--- src/rtl/core/cdte_pkg.sv ---
// cdte_pkg: types, constants and lookup functions for the civil date to epoch seconds block
// no dependencies; imported by the channel interfaces and every rtl/core module
package cdte_pkg;

    // pipeline depth: one valid bit per register stage
    localparam int NSTAGE = 6;

    // field widths
    localparam int YEAR_W  = 14;
    localparam int MONTH_W = 4;
    localparam int DAY_W   = 5;
    localparam int HOUR_W  = 5;
    localparam int MIN_W   = 6;
    localparam int SEC_W   = 6;
    localparam int EPOCH_W = 38;

    // internal widths
    localparam int PROD_W  = 28;  // yy times reciprocal of 100
    localparam int CENT_W  = 8;   // yy / 100
    localparam int ERA_W   = 6;   // yy / 400
    localparam int YOE_W   = 9;   // year of era, 0..399
    localparam int DOY_W   = 9;   // day of year from March, 0..365
    localparam int DOE_W   = 18;  // day of era, below 146097
    localparam int EDAY_W  = 24;  // era times days per era
    localparam int DAYS_W  = 24;  // days since the epoch
    localparam int TOD_W   = 17;  // second of the day

    // reciprocal of 100: floor(x / 100) == (x * RECIP100) >> RECIP100_SH for x < 2^14
    localparam logic [13:0] RECIP100    = 14'd10486;
    localparam int          RECIP100_SH = 20;

    // calendar constants
    localparam logic [YEAR_W-1:0]  YEAR_MIN       = 14'd1970;
    localparam logic [YEAR_W-1:0]  YEAR_MAX       = 14'd9999;
    localparam logic [MONTH_W-1:0] MONTH_JAN      = 4'd1;
    localparam logic [MONTH_W-1:0] MONTH_FEB      = 4'd2;
    localparam logic [MONTH_W-1:0] MONTH_DEC      = 4'd12;
    localparam logic [HOUR_W-1:0]  HOUR_MAX       = 5'd23;
    localparam logic [MIN_W-1:0]   MIN_MAX        = 6'd59;
    localparam logic [SEC_W-1:0]   SEC_MAX        = 6'd59;
    localparam logic [13:0]        YEARS_PER_ERA  = 14'd400;
    localparam logic [13:0]        YEARS_PER_CENT = 14'd100;
    localparam logic [6:0]         CENT_LAST_YEAR = 7'd99;
    localparam logic [DOE_W-1:0]   DAYS_PER_YEAR  = 18'd365;
    localparam logic [EDAY_W-1:0]  DAYS_PER_ERA   = 24'd146097;
    localparam logic [DAYS_W-1:0]  EPOCH_SHIFT    = 24'd719468;
    localparam logic [EPOCH_W-1:0] SECS_PER_DAY   = 38'd86400;
    localparam logic [TOD_W-1:0]   SECS_PER_HOUR  = 17'd3600;
    localparam logic [TOD_W-1:0]   SECS_PER_MIN   = 17'd60;

    // request and response payloads
    typedef struct packed {
        logic [YEAR_W-1:0]  calendar_year;
        logic [MONTH_W-1:0] month_of_year;
        logic [DAY_W-1:0]   day_of_month;
        logic [HOUR_W-1:0]  hour_of_day;
        logic [MIN_W-1:0]   minute_of_hour;
        logic [SEC_W-1:0]   second_of_minute;
    } t_req;

    typedef struct packed {
        logic [EPOCH_W-1:0] epoch_seconds;
        logic               date_valid;
    } t_rsp;

    // front end to day counter
    typedef struct packed {
        logic               ok;
        logic [ERA_W-1:0]   era;
        logic [YOE_W-1:0]   yoe;
        logic [1:0]         yoe_cent;
        logic [DOY_W-1:0]   doy;
        logic [HOUR_W-1:0]  hour;
        logic [MIN_W-1:0]   minute;
        logic [SEC_W-1:0]   second;
    } t_front;

    // day counter to seconds stage
    typedef struct packed {
        logic               ok;
        logic [DAYS_W-1:0]  days;
        logic [TOD_W-1:0]   tod;
    } t_days;

    // first day of the month counted from March 1
    function automatic logic [DOY_W-1:0] f_month_start(input logic [MONTH_W-1:0] m);
        logic [DOY_W-1:0] v;
        case (m)
            4'd1:    v = 9'd306;
            4'd2:    v = 9'd337;
            4'd3:    v = 9'd0;
            4'd4:    v = 9'd31;
            4'd5:    v = 9'd61;
            4'd6:    v = 9'd92;
            4'd7:    v = 9'd122;
            4'd8:    v = 9'd153;
            4'd9:    v = 9'd184;
            4'd10:   v = 9'd214;
            4'd11:   v = 9'd245;
            4'd12:   v = 9'd275;
            default: v = 9'd0;
        endcase
        return v;
    endfunction

    // month length in a common year
    function automatic logic [DAY_W-1:0] f_month_len(input logic [MONTH_W-1:0] m);
        logic [DAY_W-1:0] v;
        case (m)
            4'd2:                   v = 5'd28;
            4'd4, 4'd6, 4'd9, 4'd11: v = 5'd30;
            4'd1, 4'd3, 4'd5, 4'd7,
            4'd8, 4'd10, 4'd12:     v = 5'd31;
            default:                v = 5'd0;
        endcase
        return v;
    endfunction

endpackage

--- src/rtl/core/cdte_if.sv ---
// cdte_if: request and response channels with valid / ready handshake
// depends on cdte_pkg for the payload types

interface cdte_req_if;
    logic            valid;
    logic            ready;
    cdte_pkg::t_req  data;

    modport source (output valid, output data, input ready);
    modport sink   (input valid, input data, output ready);
endinterface

interface cdte_rsp_if;
    logic            valid;
    logic            ready;
    cdte_pkg::t_rsp  data;

    modport source (output valid, output data, input ready);
    modport sink   (input valid, input data, output ready);
endinterface

--- src/rtl/core/cdte_front.sv ---
// cdte_front: stages 1-2, field checks, leap rule and split of the year into era and year of era
// depends on cdte_pkg
module cdte_front (
    input  logic              i_clk,
    input  logic              i_en,
    input  cdte_pkg::t_req    i_req,
    output cdte_pkg::t_front  o_front
);
    import cdte_pkg::*;

    typedef struct packed {
        logic               range_ok;
        logic               is_feb;
        logic [DAY_W-1:0]   day;
        logic [DAY_W-1:0]   mlen;
        logic [YEAR_W-1:0]  yy;
        logic [PROD_W-1:0]  prod;
        logic [DOY_W-1:0]   doy;
        logic [HOUR_W-1:0]  hour;
        logic [MIN_W-1:0]   minute;
        logic [SEC_W-1:0]   second;
    } t_s1;

    t_s1              n_s1, r_s1;
    t_front           n_front, r_front;
    logic [CENT_W-1:0] w_cent;
    logic [ERA_W-1:0]  w_era;
    logic [YEAR_W-1:0] w_yoe;
    logic [YEAR_W-1:0] w_rem100;
    logic              w_leap;
    logic [DAY_W:0]    w_max_day;

    // stage 1: range checks, march-based year, table lookups, year / 100 product
    always_comb begin
        n_s1.range_ok = (i_req.calendar_year >= YEAR_MIN) && (i_req.calendar_year <= YEAR_MAX)
                     && (i_req.month_of_year >= MONTH_JAN) && (i_req.month_of_year <= MONTH_DEC)
                     && (i_req.hour_of_day <= HOUR_MAX) && (i_req.minute_of_hour <= MIN_MAX)
                     && (i_req.second_of_minute <= SEC_MAX) && (i_req.day_of_month != '0);
        n_s1.is_feb = (i_req.month_of_year == MONTH_FEB);
        n_s1.day    = i_req.day_of_month;
        n_s1.mlen   = f_month_len(i_req.month_of_year);
        n_s1.yy     = i_req.calendar_year
                    - {{(YEAR_W-1){1'b0}}, (i_req.month_of_year <= MONTH_FEB)};
        n_s1.prod   = PROD_W'(n_s1.yy) * PROD_W'(RECIP100);
        n_s1.doy    = f_month_start(i_req.month_of_year)
                    + DOY_W'(i_req.day_of_month) - DOY_W'(1);
        n_s1.hour   = i_req.hour_of_day;
        n_s1.minute = i_req.minute_of_hour;
        n_s1.second = i_req.second_of_minute;
    end

    always_ff @(posedge i_clk) begin
        if (i_en) begin
            r_s1 <= n_s1;
        end
    end

    // stage 2: century and era, leap rule on the calendar year, day check
    // for february yy is year - 1, so the year is a multiple of 4, 100, 400
    // exactly when yy mod 4 is 3, yy mod 100 is 99 and the century count mod 4 is 3
    always_comb begin
        w_cent    = r_s1.prod[RECIP100_SH +: CENT_W];
        w_era     = w_cent[CENT_W-1:2];
        w_yoe     = r_s1.yy - YEAR_W'({{(YEAR_W-ERA_W){1'b0}}, w_era} * YEARS_PER_ERA);
        w_rem100  = r_s1.yy - YEAR_W'({{(YEAR_W-CENT_W){1'b0}}, w_cent} * YEARS_PER_CENT);
        w_leap    = r_s1.is_feb && (r_s1.yy[1:0] == 2'b11)
                 && ((w_rem100[6:0] != CENT_LAST_YEAR) || (w_cent[1:0] == 2'b11));
        w_max_day = {1'b0, r_s1.mlen} + {{DAY_W{1'b0}}, w_leap};

        n_front.ok       = r_s1.range_ok && ({1'b0, r_s1.day} <= w_max_day);
        n_front.era      = w_era;
        n_front.yoe      = w_yoe[YOE_W-1:0];
        n_front.yoe_cent = w_cent[1:0];
        n_front.doy      = r_s1.doy;
        n_front.hour     = r_s1.hour;
        n_front.minute   = r_s1.minute;
        n_front.second   = r_s1.second;
    end

    always_ff @(posedge i_clk) begin
        if (i_en) begin
            r_front <= n_front;
        end
    end

    assign o_front = r_front;

endmodule

--- src/rtl/core/cdte_days.sv ---
// cdte_days: stages 3-4, day of era, era days and day count since the epoch, second of day
// depends on cdte_pkg
module cdte_days (
    input  logic              i_clk,
    input  logic              i_en,
    input  cdte_pkg::t_front  i_front,
    output cdte_pkg::t_days   o_days
);
    import cdte_pkg::*;

    typedef struct packed {
        logic               ok;
        logic [EDAY_W-1:0]  era_days;
        logic [DOE_W-1:0]   doe;
        logic [HOUR_W-1:0]  hour;
        logic [MIN_W-1:0]   minute;
        logic [SEC_W-1:0]   second;
    } t_s3;

    t_s3    n_s3, r_s3;
    t_days  n_days, r_days;

    // stage 3: day of era and era start in days
    always_comb begin
        n_s3.ok       = i_front.ok;
        n_s3.era_days = EDAY_W'(i_front.era) * DAYS_PER_ERA;
        n_s3.doe      = DOE_W'(i_front.yoe) * DAYS_PER_YEAR
                      + DOE_W'(i_front.yoe[YOE_W-1:2])
                      - DOE_W'(i_front.yoe_cent)
                      + DOE_W'(i_front.doy);
        n_s3.hour     = i_front.hour;
        n_s3.minute   = i_front.minute;
        n_s3.second   = i_front.second;
    end

    always_ff @(posedge i_clk) begin
        if (i_en) begin
            r_s3 <= n_s3;
        end
    end

    // stage 4: days since the epoch and second of the day
    always_comb begin
        n_days.ok   = r_s3.ok;
        n_days.days = DAYS_W'(r_s3.era_days) + DAYS_W'(r_s3.doe) - EPOCH_SHIFT;
        n_days.tod  = TOD_W'(r_s3.hour) * SECS_PER_HOUR
                    + TOD_W'(r_s3.minute) * SECS_PER_MIN
                    + TOD_W'(r_s3.second);
    end

    always_ff @(posedge i_clk) begin
        if (i_en) begin
            r_days <= n_days;
        end
    end

    assign o_days = r_days;

endmodule

--- src/rtl/core/cdte_secs.sv ---
// cdte_secs: stages 5-6, day count to seconds and final sum with invalid-date zeroing
// depends on cdte_pkg
module cdte_secs (
    input  logic             i_clk,
    input  logic             i_en,
    input  cdte_pkg::t_days  i_days,
    output cdte_pkg::t_rsp   o_rsp
);
    import cdte_pkg::*;

    typedef struct packed {
        logic               ok;
        logic [EPOCH_W-1:0] day_secs;
        logic [TOD_W-1:0]   tod;
    } t_s5;

    t_s5   n_s5, r_s5;
    t_rsp  n_rsp, r_rsp;

    // stage 5: whole days in seconds
    always_comb begin
        n_s5.ok       = i_days.ok;
        n_s5.day_secs = EPOCH_W'(i_days.days) * SECS_PER_DAY;
        n_s5.tod      = i_days.tod;
    end

    always_ff @(posedge i_clk) begin
        if (i_en) begin
            r_s5 <= n_s5;
        end
    end

    // stage 6: add time of day, zero for an invalid date
    always_comb begin
        n_rsp.date_valid    = r_s5.ok;
        n_rsp.epoch_seconds = r_s5.ok ? (r_s5.day_secs + EPOCH_W'(r_s5.tod)) : '0;
    end

    always_ff @(posedge i_clk) begin
        if (i_en) begin
            r_rsp <= n_rsp;
        end
    end

    assign o_rsp = r_rsp;

endmodule

--- src/rtl/core/civil_date_to_epoch_seconds.sv ---
// civil_date_to_epoch_seconds: UTC calendar date and time to Unix epoch seconds
// pipeline: six register stages lie between request and response
// throughput: one request per cycle; a stalled response freezes the whole pipeline
// reset: synchronous active-low i_rst_n clears the stage valid bits, payload is not reset
// depends on cdte_pkg, cdte_if, cdte_front, cdte_days, cdte_secs
module civil_date_to_epoch_seconds (
    input  logic        i_clk,
    input  logic        i_rst_n,
    cdte_req_if.sink    i_req,
    cdte_rsp_if.source  o_rsp
);
    import cdte_pkg::*;

    logic [NSTAGE-1:0] r_vld;
    logic [NSTAGE-1:0] n_vld;
    logic              w_adv;
    t_front            w_front;
    t_days             w_days;
    t_rsp              w_rsp;

    // pipeline moves unless the last stage holds a response not yet taken
    assign w_adv       = !r_vld[NSTAGE-1] || o_rsp.ready;
    assign i_req.ready = w_adv;

    // valid bits travel with the data
    always_comb begin
        n_vld = r_vld;
        if (w_adv) begin
            n_vld = {r_vld[NSTAGE-2:0], i_req.valid};
        end
    end

    always_ff @(posedge i_clk) begin
        if (!i_rst_n) begin
            r_vld <= '0;
        end else begin
            r_vld <= n_vld;
        end
    end

    cdte_front u_front (
        .i_clk   (i_clk),
        .i_en    (w_adv),
        .i_req   (i_req.data),
        .o_front (w_front)
    );

    cdte_days u_days (
        .i_clk   (i_clk),
        .i_en    (w_adv),
        .i_front (w_front),
        .o_days  (w_days)
    );

    cdte_secs u_secs (
        .i_clk  (i_clk),
        .i_en   (w_adv),
        .i_days (w_days),
        .o_rsp  (w_rsp)
    );

    assign o_rsp.valid = r_vld[NSTAGE-1];
    assign o_rsp.data  = w_rsp;

endmodule

--- src/flat_wrapper.sv ---
// flat-port wrapper written by rule: the top's interface ports become plain ports
module civil_date_to_epoch_seconds_flat import cdte_pkg::*;
  (i_clk, i_rst_n, i_req_valid, i_req_data, i_req_ready, o_rsp_valid, o_rsp_data, o_rsp_ready);
  cdte_req_if i_req_i ();
  cdte_rsp_if o_rsp_i ();
  input  logic i_clk;
  input  logic i_rst_n;
  input wire logic [$bits(i_req_i.valid)-1:0] i_req_valid;
  input wire logic [$bits(i_req_i.data)-1:0] i_req_data;
  output wire logic [$bits(i_req_i.ready)-1:0] i_req_ready;
  output wire logic [$bits(o_rsp_i.valid)-1:0] o_rsp_valid;
  output wire logic [$bits(o_rsp_i.data)-1:0] o_rsp_data;
  input wire logic [$bits(o_rsp_i.ready)-1:0] o_rsp_ready;
  assign i_req_i.valid = i_req_valid;
  assign i_req_i.data = i_req_data;
  assign i_req_ready = i_req_i.ready;
  assign o_rsp_valid = o_rsp_i.valid;
  assign o_rsp_data = o_rsp_i.data;
  assign o_rsp_i.ready = o_rsp_ready;
  civil_date_to_epoch_seconds u_core (.i_clk(i_clk), .i_rst_n(i_rst_n), .i_req(i_req_i), .o_rsp(o_rsp_i));
endmodule
--- config.mk ---
export PLATFORM = sky130hd
export DESIGN_NAME = civil_date_to_epoch_seconds_flat
export DESIGN_NICKNAME = d
export VERILOG_FILES = /design/src/rtl/core/cdte_pkg.sv /design/src/rtl/core/cdte_if.sv /design/src/rtl/core/cdte_front.sv /design/src/rtl/core/cdte_days.sv /design/src/rtl/core/cdte_secs.sv /design/src/rtl/core/civil_date_to_epoch_seconds.sv /design/src/flat_wrapper.sv
export SDC_FILE = /design/constraint.sdc
export NUM_CORES = 1
export LEC_CHECK = 0
export BUFFER_PORTS_ARGS = -buffer_cell sky130_fd_sc_hd__buf_2
export CELL_PAD_IN_SITES_DETAIL_PLACEMENT = 0
export CELL_PAD_IN_SITES_GLOBAL_PLACEMENT = 2
export CORE_MARGIN = 2
export CORE_UTILIZATION = 45
export CTS_BUF_LIST = sky130_fd_sc_hd__clkbuf_4
export CTS_CLUSTER_SIZE = 8
export DETAILED_ROUTE_END_ITERATION = 10
export GPL_TIMING_DRIVEN = 0
export PLACE_DENSITY_LB_ADDON = 0.1
export SYNTH_ARGS = -nofsm -noshare
export SYNTH_HDL_FRONTEND = slang
export SYNTH_SLANG_ARGS = --single-unit
--- constraint.sdc ---
create_clock -name i_clk -period 8.8 [get_ports i_clk]
set_input_delay 0.88 -clock i_clk [delete_from_list [all_inputs] [get_ports i_clk]]
set_output_delay 0.88 -clock i_clk [all_outputs]
set_load 0.01 [all_outputs]
# Word-level counts from Yosys, hierarchy flattened
# Memory sizes are Yosys's and may differ from the RTL's. A register that Yosys moved wholly into a read port is not among the register bits.
# Index checks and enable logic that the tools add are counted.
# classes
add_sub_neg	14
n_mul	8
div_mod_pow	0
n_lt_le_gt_ge	9
eq_ne	4
shift	0
n_mux	0
bitwise	0
n_reduce_logical	14
# ops
operator	n
$add 38x17->38	1
$mul 24x10->31 const B	1
$mul 14x13->27 const B	1
$add 24x18->24	1
$mul 6x18->24 const B	1
$sub 24x20->24 const B	1
$add 18x7->18	1
$add 18x9->18	1
$mul 9x9->18 const B	1
$sub 18x2->18	1
$add 17x12->17	1
$add 17x6->17	1
$ge 14x11->1 const B	1
$le 14x14->1 const B	1
$sub 14x1->14	1
$mul 5x8->13 const B	1
$le 6x6->1 const B	2
$logic_and 1x1->1	10
$mul 6x4->10 const B	1
$add 9x5->9	1
$sub 9x1->9 const B	1
$sub 9x9->9	1
$mul 8x5->5 const B	1
$ne 7x7->1 const B	1
13 further kinds	15
# totals
regBits	309
latchBits	0
ramBits	0
romBits	224
output_inout_bits	41
word_cells	83
memories	2
# memory_table
name	depth	word_bits	rd	rd_ports_with_merged_regs	write_ports	line	text
(name not given)	16	9	1	0	0	cdte_pkg.sv:88	case (m)
(name not given)	16	5	1	1	0	cdte_pkg.sv:109	case (m)

# Depth between registers and ports, before layout
# Gate-level depths: netlist of run 1.
# logic_depth
ltp_word	8
ltp_mapped	31

# By module
# From an unflattened synthesis of run 1, not the netlist that was laid out.
# hier_totals
cells_unflattened	2376
area_unflattened_um2	26106.3
# by_module_without_submodules
module	instances	cells_per_inst	area_per_inst_um2	seq_area_each_um2
cdte_days	1	954	10246.1	3062.9
cdte_front	1	663	7847.5	2912.8
cdte_secs	1	738	7783.7	2642.5
civil_date_to_epoch_seconds	1	21	229.0	120.1

# Worst setup path before layout of run 1
# Ideal clock, no wire load.
# synth_timing
kind	input to output
startpoint	input o_rsp_ready
endpoint	output i_req_ready
arrival_ns	6.724
required_time_ns	7.920
setup_slack_ns	1.196
stages	3
path_cell_list	nor2b_1 > clkbuf_1 > inv_1
# synth_between
elab_chain_len	1
# synth_rtl
element	line	text
start, declared	flat_wrapper.sv:13	input wire logic [$bits(o_rsp_i.ready)-1:0] o_rsp_ready;
$logic_or 1x1->1	civil_date_to_epoch_seconds.sv:22	assign w_adv = !r_vld[NSTAGE-1] || o_rsp.ready;
end, declared	flat_wrapper.sv:10	output wire logic [$bits(i_req_i.ready)-1:0] i_req_ready;
# Every way passes these cells.

==> metrics.yaml, run 1 <==
setup_viol_count_final: 0
hold_buffers: 0
fin_crit_sh_pct: 86.97
overflow: 0
cts_tree: "yes"
grt_pass1_wl_um: 76160
detail_route.wl_per_cell_um: 13.91
yosysWarningCount: 0
ys_seq_area_share_pct: 34.70
grt_max_degree: 129
status: "finished clean"
stdcell_area_sq_um: 27490
required_ps: 9320
netlist.top_cell.by_area: "edfxtp_1"
worst_slack_ps: 1146
synth_most_common_cell: "inv_1"
dpl-instance-area_sq_um: 26590
postCtsResizedCells: 0
vias_per_cell: 4.746
drtIter0Drc: 450
rsz0062_at_grt: "no"
wirelength_um: 44610
crit_start: "i_req_data[24]"
ant_nets: 0
slew_headroom_pct: 33.89
synthTopCellsByCount: "539 x inv_1, 428 x ha_1, 287 x edfxtp_1, 200 x fa_1, 116 x xnor2_1"
syn-num-nets: 2914
hold_class: "input port to flip-flop"
drive_gt1_share_pct: 8.832
die_x_um: 240.6
grt_antenna_before_repair: 1
synth_flop_cell: "edfxtp_1"
nets: 3078
synth_top_cells_by_area: "edfxtp_1 34%, ha_1 21%, fa_1 16%, inv_1 8.0%, xnor2_1 4.0%"
crit_path_end: "u_core.u_front.n_front[42]$_DFFE_PP_"
dr.pass1.iters: 4
drcViolationCount: 0
ys_types: 64
start_util_pct: 45.62
fin_crit_ps: 7654
portBuffers: 82
cts_buffer_depth: 3
tightest_slew_ps: 984.6
r2r_end: "u_core.u_secs.r_s5[54]$_DFFE_PP_"
synth-edff-count: 287
synth.avg_cell_area_sq_um: 11.23
htree_levels: 3
fin_skew_ps: 43.33
start_kind: "input port"
r2r_setup_slack_ps: 3370
numClockSinks: 293
path_max_fanout: 10
clkTransAtPathRegs_ps: 60
area_delta_synth_final_pct: 9.162
design.core.area_sq_um: 55200
place_congestion: 0.8011
yosysTopAreaCellShare_pct: 34.22
max_cap_violations: 0
fmax_mhz: 130.7
hold_viol_final: 0
die_h_um: 240.6
placementRows: 86
cts_buffers: 78
rr_startpoint: "u_core.u_days.o_days[23]$_DFFE_PP_"
maxSlewViolCount: 0
clock_latency_ps: 790
grt_pass1_vias: 16150
grt.total_usage_pct: 16.53
die_area_sq_um: 57870
rr_worst_depth: 19
dp_hpwl_um: 36800
vias: 15220
ys_ff_latch: 293
async_flop_share_pct: 0
cp.arrival_ps: 8180
io_pins: 85
worstSetupEndpointType: "flip-flop"
root_buffer: "clkbuf_4"
synthCells: 2242
post_cts_buffers: 0
syn-cell-area_sq_um: 25180
placement.setup.worst_slack_ps: 319.5
critPathKind: "input port to flip-flop"
-- placed cells by master (no fill, tap or decap), drive strengths merged, types with 8 or more instances in the layout --
cell type | synthesis | final
nand4 | 10 | 10
or3 | 8 | 8
edfxtp | 287 | 287
a21o | 42 | 42
a21boi | 10 | 10
xnor2 | 116 | 116
inv | 539 | 541
nor3 | 24 | 24
nor2b | 14 | 14
clkbuf | 12 | 111
o21bai | 16 | 16
a31oi | 9 | 9
ha | 428 | 428
xor2 | 55 | 55
clkinv | 0 | 28
nand2b | 17 | 17
nor3b | 9 | 9
a211oi | 11 | 11
nand2 | 69 | 69
o211ai | 8 | 8
and2 | 34 | 34
a21oi | 109 | 109
fa | 200 | 200
nand3 | 26 | 26
o21a | 15 | 15
o21ai | 36 | 36
buf | 1 | 85
and3 | 19 | 19
nor2 | 49 | 49
-- per-layer routing --
metal / share of wire (%) / track usage (%) / vias up / routed length [um]
met5: 0 / 0 / - / 0
met4: 3.0 / 7.416 / 0 / 1340
met3: 2.9 / 2.573 / 68 / 1312
met2: 52 / 30.85 / 183 / 23270
met1: 42 / 18.47 / 7141 / 18680
li1: - / - / 7825 / -
-- critical path, cell delays in order --
cell	delay, ps
buf_2	130
clkbuf_1	220
or2_2	370
a21oi_1	160
ha_1	210
ha_1	190
nand2_1	90
nor3_1	370
nand2_1	210
or3_1	360
xnor2_1	570
inv_1	310
fa_1	590
inv_1	40
ha_1	310
fa_1	480
fa_1	550
inv_1	50
fa_1	530
inv_1	40
ha_1	290
a21oi_1	190
o211ai_1	130
o211ai_1	250
nand3_1	130
a31o_2	270
a21oi_1	170
xnor2_1	90
-- logic make-up (layout without fill, tap and decap cells) --
family,Yosys count,count (layout),synth area share [%]
flops,293,293,34.70
xor+xnor,171,171,5.947
buf+inv,552,767,8.233
compound gates,294,294,7.592
fa+ha+maj,628,628,37.16
mux,6,6,0.2435
simple gates,298,298,6.121
other cells,0,1,0
-- worst min-delay path by stage --
stage / start / to / cells past startpoint
floorplan: u_core.u_front.o_front[43]$_DFFE_PP_ / u_core.u_days.n_days[41]$_DFFE_PP_ / 0
global placement: u_core.u_front.n_front[6]$_DFFE_PP_ / u_core.u_front.o_front[6]$_DFFE_PP_ / 0
finish: i_req_data[1] / u_core.u_front.n_front[1]$_DFFE_PP_ / 1
detailed placement: u_core.u_front.o_front[43]$_DFFE_PP_ / u_core.u_days.n_days[41]$_DFFE_PP_ / 0
global route: i_req_data[0] / u_core.u_front.n_front[0]$_DFFE_PP_ / 1
CTS: i_req_data[1] / u_core.u_front.n_front[1]$_DFFE_PP_ / 1
-- registers in the layout, summed over array words and instances, names as in the netlist --
name                    count
u_core.u_days.r_s3         59
u_core.u_secs.r_s5         48
u_core.u_front.o_front     44
u_core.u_days.o_days       42
u_core.u_secs.o_rsp        39
u_core.u_front.n_front     34
u_core.u_front.r_s1        19
u_core.r_vld                6
u_core.u_days.n_days        1
u_core.u_secs.n_rsp         1
-- area by class of cell --
type	instances	area (sq um)
Inverter	539	2031
Clock inverter	32	152.6
Multi-Input combinational cell	1397	14370
Clock buffer	99	743.2
Buffer	13	50.05
Timing Repair Buffer	84	465.4
Antenna cell	1	2.502
Fill cell	5061	27710
Tap cell	748	935.9
Sequential cell	293	8738
-- metrics by stage --
step / setup TNS, ps / hold WS, ps / cells / utilization (%)
after floorplan: 0 / 400.3 / 2242 / -
after global placement: -235200 / 400.2 / 3072 / 48.06
after detailed placement: 0 / 404.5 / 3074 / 48.17
after CTS: 0 / 165.2 / 3205 / 49.80
after global routing: 0 / 211.0 / 3206 / 49.80
final: 0 / 277.6 / 3206 / 49.80
Power of run 1 is left out: the tool's default activity adds up to more than one toggle a clock period on the data nets, which glitch-free logic cannot reach.
==> inputs of run 2 (changes only) <==
--- a/config.mk
+++ b/config.mk
@@ -15,6 +15,7 @@
 export DETAILED_ROUTE_END_ITERATION = 10
 export GPL_TIMING_DRIVEN = 0
 export PLACE_DENSITY_LB_ADDON = 0.1
+export REMOVE_ABC_BUFFERS = 1
 export SYNTH_ARGS = -nofsm -noshare
 export SYNTH_HDL_FRONTEND = slang
 export SYNTH_SLANG_ARGS = --single-unit
==> metrics.yaml, run 2 (synthesis gave the netlist of run 1 again) <==
status: "finished clean"
rr_worst_depth: 19  # unchanged
clkTransAtPathRegs_ps: 80  # +20 ps
start_util_pct: 45.62  # unchanged
cts_buffer_depth: 3  # unchanged
maxSlewViolCount: 0  # unchanged
detail_route.wl_per_cell_um: 13.87  # -0.30%
rr_startpoint: "u_core.u_days.o_days[18]$_DFFE_PP_"
drtIter0Drc: 398  # -12%
grt_pass1_wl_um: 76620  # +0.60%
vias: 15130  # -0.58%
max_cap_violations: 0  # unchanged
cp.arrival_ps: 8150  # -30 ps
cts_tree: "yes"
placement.setup.worst_slack_ps: 267.3  # -52.20 ps
vias_per_cell: 4.735  # -0.24%
overflow: 0  # unchanged
io_pins: 85  # unchanged
path_max_fanout: 14  # +4
fin_skew_ps: 69.97  # +26.64 ps
nFillCells: 5079  # +0.36%
path_common_cell: "inv_1"
portBuffers: 84  # +2.4%
ant_nets: 0  # unchanged
numClockSinks: 293  # unchanged
layout_common_cells: "538 x inv_1, 428 x ha_1, 287 x edfxtp_1"
die_x_um: 240.6  # unchanged
tightest_slew_ps: 1312  # +327.0 ps
final_common_cell: "inv_1"
nets: 3070  # -0.26%
grt_max_degree: 125  # -3.1%
setup_viol_count_final: 0  # unchanged
max_stage_delay_ps: 610  # +20 ps
die_area_sq_um: 57870  # unchanged
cp_top_family: "adder cells"
hold_viol_final: 0  # unchanged
hold_depth: 1  # unchanged
design.core.area_sq_um: 55200  # unchanged
root_buffer: "clkbuf_4"
hold_class: "input port to flip-flop"
hold_buffers: 0  # unchanged
worst_slack_ps: 1151  # +4.740 ps
fmax_mhz: 130.7  # about the same
largest_reg_flops: 59  # unchanged
drcViolationCount: 0  # unchanged
slowest_stage: "xor2_1"
placementRows: 86  # unchanged
worstSetupEndpointType: "flip-flop"
wirelength_um: 44320  # -0.64%
post_cts_buffers: 0  # unchanged
area_delta_synth_final_pct: 9.331
whs_ps: 251.3  # -26.37 ps
rsz0062_at_grt: "no"
fin_crit_ps: 7649  # -4.740 ps
cp_num_buf_inv: 7  # +1
grt_antenna_before_repair: 1  # unchanged
die_h_um: 240.6  # unchanged
grt.total_usage_pct: 16.59  # +0.061 points
required_ps: 9300  # -20 ps
fin_util_pct: 49.88  # +0.077 points
htree_levels: 3  # unchanged
place_congestion: 0.8227  # +2.7%
clock_latency_ps: 810  # +20 ps
dp_hpwl_um: 36440  # -0.98%
hold_start: "i_req_data[1]"
critPathKind: "input port to flip-flop"
grt_pass1_vias: 16050  # -0.61%
slew_headroom_pct: 12.56  # -21 points
start_kind: "input port"
fin_crit_sh_pct: 86.92  # about the same
cts_buffers: 81  # +3.8%
cp.depth: 28  # unchanged
drive_gt1_share_pct: 9.076  # +0.24 points
crit_start: "i_req_data[25]"
dr.pass1.iters: 5  # +1
largest_register: "u_core.u_days.r_s3"
postCtsResizedCells: 0  # unchanged
-- run 2: cell types whose count changed in the layout (fill, tap and decap cells not counted), sizes merged --
cell / change
clkinv: -10
clkbuf: -6
bufinv: +2
inv: +2
buf: +1
-- run 2: cell type report --
| type | instances | area, sq um | share of cell area [%] |
|---|---|---|---|
| antenna | 1 | 2.502 | 0.009089 |
| clock buffer | 105 | 788.3 | 2.863 |
| clock inverter | 26 | 190.2 | 0.6907 |
| inverter | 539 | 2031 | 7.376 |
| multi-input combinational | 1397 | 14370 | 52.20 |
| sequential | 293 | 8738 | 31.74 |
| tap | 748 | 935.9 | 3.399 |
| timing repair buffer | 86 | 475.5 | 1.727 |
-- run 2: stage by stage --
stage                     instances  TNS, ps  instance area [sq um]
after floorplan                2229        0                  25130
after global placement         3061  -230730                  26490
after detailed placement       3063        0                  26550
after CTS                      3194        0                  27530
after global routing           3195        0                  27530
final                          3195        0                  27530
-- run 2: metal layers --
metal	track usage [%]	part of all wire [%]	up-vias
met1	19.36	43	7051
met5	0	0	-
met2	30.45	52	176
li1	-	-	7824
met3	2.642	2.9	78
met4	6.399	2.6	0
-- run 2: worst paths after layout --
| kind | to | slack, ps |
|---|---|---|
| worst min register to register | u_core.u_secs.n_rsp[0]$_DFFE_PP_ | 400 |
| worst max-delay path | u_core.u_front.n_front[42]$_DFFE_PP_ | 1150 |
| worst min-delay path | u_core.u_front.n_front[1]$_DFFE_PP_ | 250 |
| worst max register to register | u_core.u_secs.r_s5[54]$_DFFE_PP_ | 3390 |
Power of run 2 is left out for the same reason.
==> inputs of run 3 (changes only) <==
--- a/config.mk
+++ b/config.mk
@@ -18,4 +18,5 @@
 export REMOVE_ABC_BUFFERS = 1
 export SYNTH_ARGS = -nofsm -noshare
 export SYNTH_HDL_FRONTEND = slang
+export SYNTH_HIERARCHICAL = 1
 export SYNTH_SLANG_ARGS = --single-unit
==> metrics.yaml, run 3 <==
status: "finished clean"
grt_antenna_before_repair: 3  # +2
hold_depth: 1  # unchanged
cts_buffers: 85  # +4.9%
overflow: 0  # unchanged
syn-cell-area_sq_um: 26110  # +3.7%
root_buffer: "clkbuf_4"
tightest_slew_ps: 1252  # -59.31 ps
post_cts_buffers: 0  # unchanged
holdPathEnd: "u_core/u_front/n_front[12]$_DFFE_PP_"
grt_pass1_wl_um: 86890  # +13%
clock_latency_ps: 850  # +40 ps
clkTransAtPathRegs_ps: 60  # -20 ps
synth_flop_cell: "edfxtp_1"
synth_top_cells_by_area: "edfxtp_1 33%, ha_1 21%, fa_1 15%, inv_1 6.8%, xnor2_1 3.5%"
use_met1_pct: 23.47  # +4.1 points
drtIter0Drc: 638  # +60%
area_delta_synth_final_pct: 9.149
r2r_end: "u_core/u_days/r_s3[34]$_DFFE_PP_"
largest_register: "u_core/u_days/r_s3"
stdcell_area_sq_um: 28490  # +3.5%
met3_usage_pct: 3.072  # +0.43 points
ys_types: 89  # +39%
path_max_fanout: 11  # -3
wirelength_um: 49980  # +13%
worstSetupEndpointType: "flip-flop"
fmax_mhz: 142.9  # +9.3%
hold_buffers: 0  # unchanged
yosysTopAreaCellShare_pct: 33.01  # -1.2 points
drcViolationCount: 0  # unchanged
vias_per_cell: 4.978  # +5.1%
die_h_um: 244.9  # +1.8%
worst_slack_ps: 1803  # +652.2 ps
grt.total_usage_pct: 17.79  # +1.2 points
portBuffers: 84  # unchanged
fin_crit_ps: 6997  # -652.2 ps
rsz0062_at_grt: "no"
htree_levels: 3  # unchanged
rr_worst_depth: 15  # -4
critPathKind: "input port to flip-flop"
numClockSinks: 293  # unchanged
ys_seq_area_share_pct: 33.47  # -1.2 points
fin_tns_setup_ps: 0  # unchanged
grt_pass1_vias: 17860  # +11%
vias: 16690  # +10%
cp.arrival_ps: 7590  # -560 ps
synth_most_common_cell: "inv_1"
postCtsResizedCells: 0  # unchanged
dp_hpwl_um: 40260  # +10%
maxSlewViolCount: 0  # unchanged
slew_headroom_pct: 16.51  # +4.0 points
start_kind: "input port"
netlist.top_cell.by_area: "edfxtp_1"
cts_tree: "yes"
yosysWarningCount: 6  # +6
grtUsageMet2_pct: 30.23  # -0.22 points
setup_viol_count_final: 0  # unchanged
grt-busiest-layer: "met2"
design.core.area_sq_um: 57480  # +4.1%
die_area_sq_um: 59960  # +3.6%
io_pins: 85  # unchanged
r2r_setup_slack_ps: 3760  # +370 ps
hold_viol_final: 0  # unchanged
start_util_pct: 45.42  # -0.20 points
drive_gt1_share_pct: 10.06  # +0.98 points
dpl-instance-area_sq_um: 27410  # +3.2%
detail_route.wl_per_cell_um: 14.91  # +7.4%
synthCells: 2376  # +6.0%
hold_start: "i_req_data[12]"
max_cap_violations: 0  # unchanged
async_flop_share_pct: 0  # unchanged
synth-edff-count: 287  # unchanged
rr_startpoint: "u_core/u_front/o_front[33]$_DFFE_PP_"
final_common_cell: "inv_1"
placementRows: 88  # +2.3%
synth.avg_cell_area_sq_um: 10.99  # -2.2%
fin_skew_ps: 54.48  # -15.49 ps
ant_nets: 0  # unchanged
fin_crit_sh_pct: 79.51  # -7.4 points
hold_class: "input port to flip-flop"
dr.pass1.iters: 5  # unchanged
die_x_um: 244.9  # +1.8%
cts_buffer_depth: 3  # unchanged
placement.setup.worst_slack_ps: 1081  # +814.0 ps
place_congestion: 0.8033  # -2.4%
grt_max_degree: 120  # -4.0%
nets: 3195  # +4.1%
synthTopCellsByCount: "476 x inv_1, 433 x ha_1, 287 x edfxtp_1, 197 x fa_1, 120 x a21oi_1"
required_ps: 9390  # +90 ps
largest_reg_flops: 59  # unchanged
layout_common_cells: "475 x inv_1, 433 x ha_1, 287 x edfxtp_1"
ys_ff_latch: 293  # unchanged
run 3: cell type report:
type | count | area (sq um)
flip-flops and latches | 293 | 8738
clock inverters | 30 | 173.9
clock buffers | 121 | 908.4
repair buffers | 86 | 475.5
multi-input cells | 1577 | 15430
well taps | 765 | 957.2
inverters | 478 | 1802
diodes | 3 | 7.507
fillers | 5361 | 28980
run 3: routing by layer:
layer,wire length [um],share of wire [%]
met2,23680,47
met4,858,1.7
met1,23880,48
met3,1564,3.1
met5,0,0
run 3: worst max-delay path: stages:
cell      delay (ps)
buf_2            160
inv_1            150
nand2_1          120
a21oi_1          150
ha_1             240
ha_1             240
nand3_2          160
or2_2            330
xnor2_1          460
inv_1            260
fa_1             590
inv_1             40
ha_1             300
fa_1             490
fa_1             560
inv_1             60
fa_1             540
inv_1             50
ha_1             320
and4_1           270
and3_1           220
o21ai_0          220
a31oi_4          330
a311oi_1         150
a221oi_1         290
run 3: worst max-delay path by stage:
stage / from / cells past startpoint / to
global placement: o_rsp_ready / 4 / i_req_ready
detailed placement: i_req_data[25] / 25 / u_core/u_front/n_front[41]$_DFFE_PP_
finish: i_req_data[25] / 25 / u_core/u_front/n_front[41]$_DFFE_PP_
CTS: i_req_data[25] / 25 / u_core/u_front/n_front[41]$_DFFE_PP_
floorplan: o_rsp_ready / 2 / i_req_ready
global route: i_req_data[25] / 27 / u_core/u_front/n_front[41]$_DFFE_PP_
run 3: kinds of logic after synthesis:
family	share of synthesized area [%]
AOI/OAI and AO/OA	10.24
xor gates and xnor gates	4.826
adders and majority gates	35.86
buffers and inverters	7.414
DFF	33.47
muxes	0.8100
and+or+nand+nor	7.376
run 3: per-stage QoR:
| stage | hold WS (ps) | cells | utilization [%] |
|---|---|---|---|
| 6_report | 212.0 | 3353 | 49.58 |
| 5_1_grt | 84.34 | 3353 | 49.58 |
| 4_1_cts | 90.11 | 3350 | 49.56 |
| 3_5_place_dp | 404.5 | 3199 | 47.68 |
| 3_3_place_gp | 401.5 | 3197 | 47.57 |
| 2_1_floorplan | 400.3 | 2348 | - |
Power of run 3 is left out for the same reason.
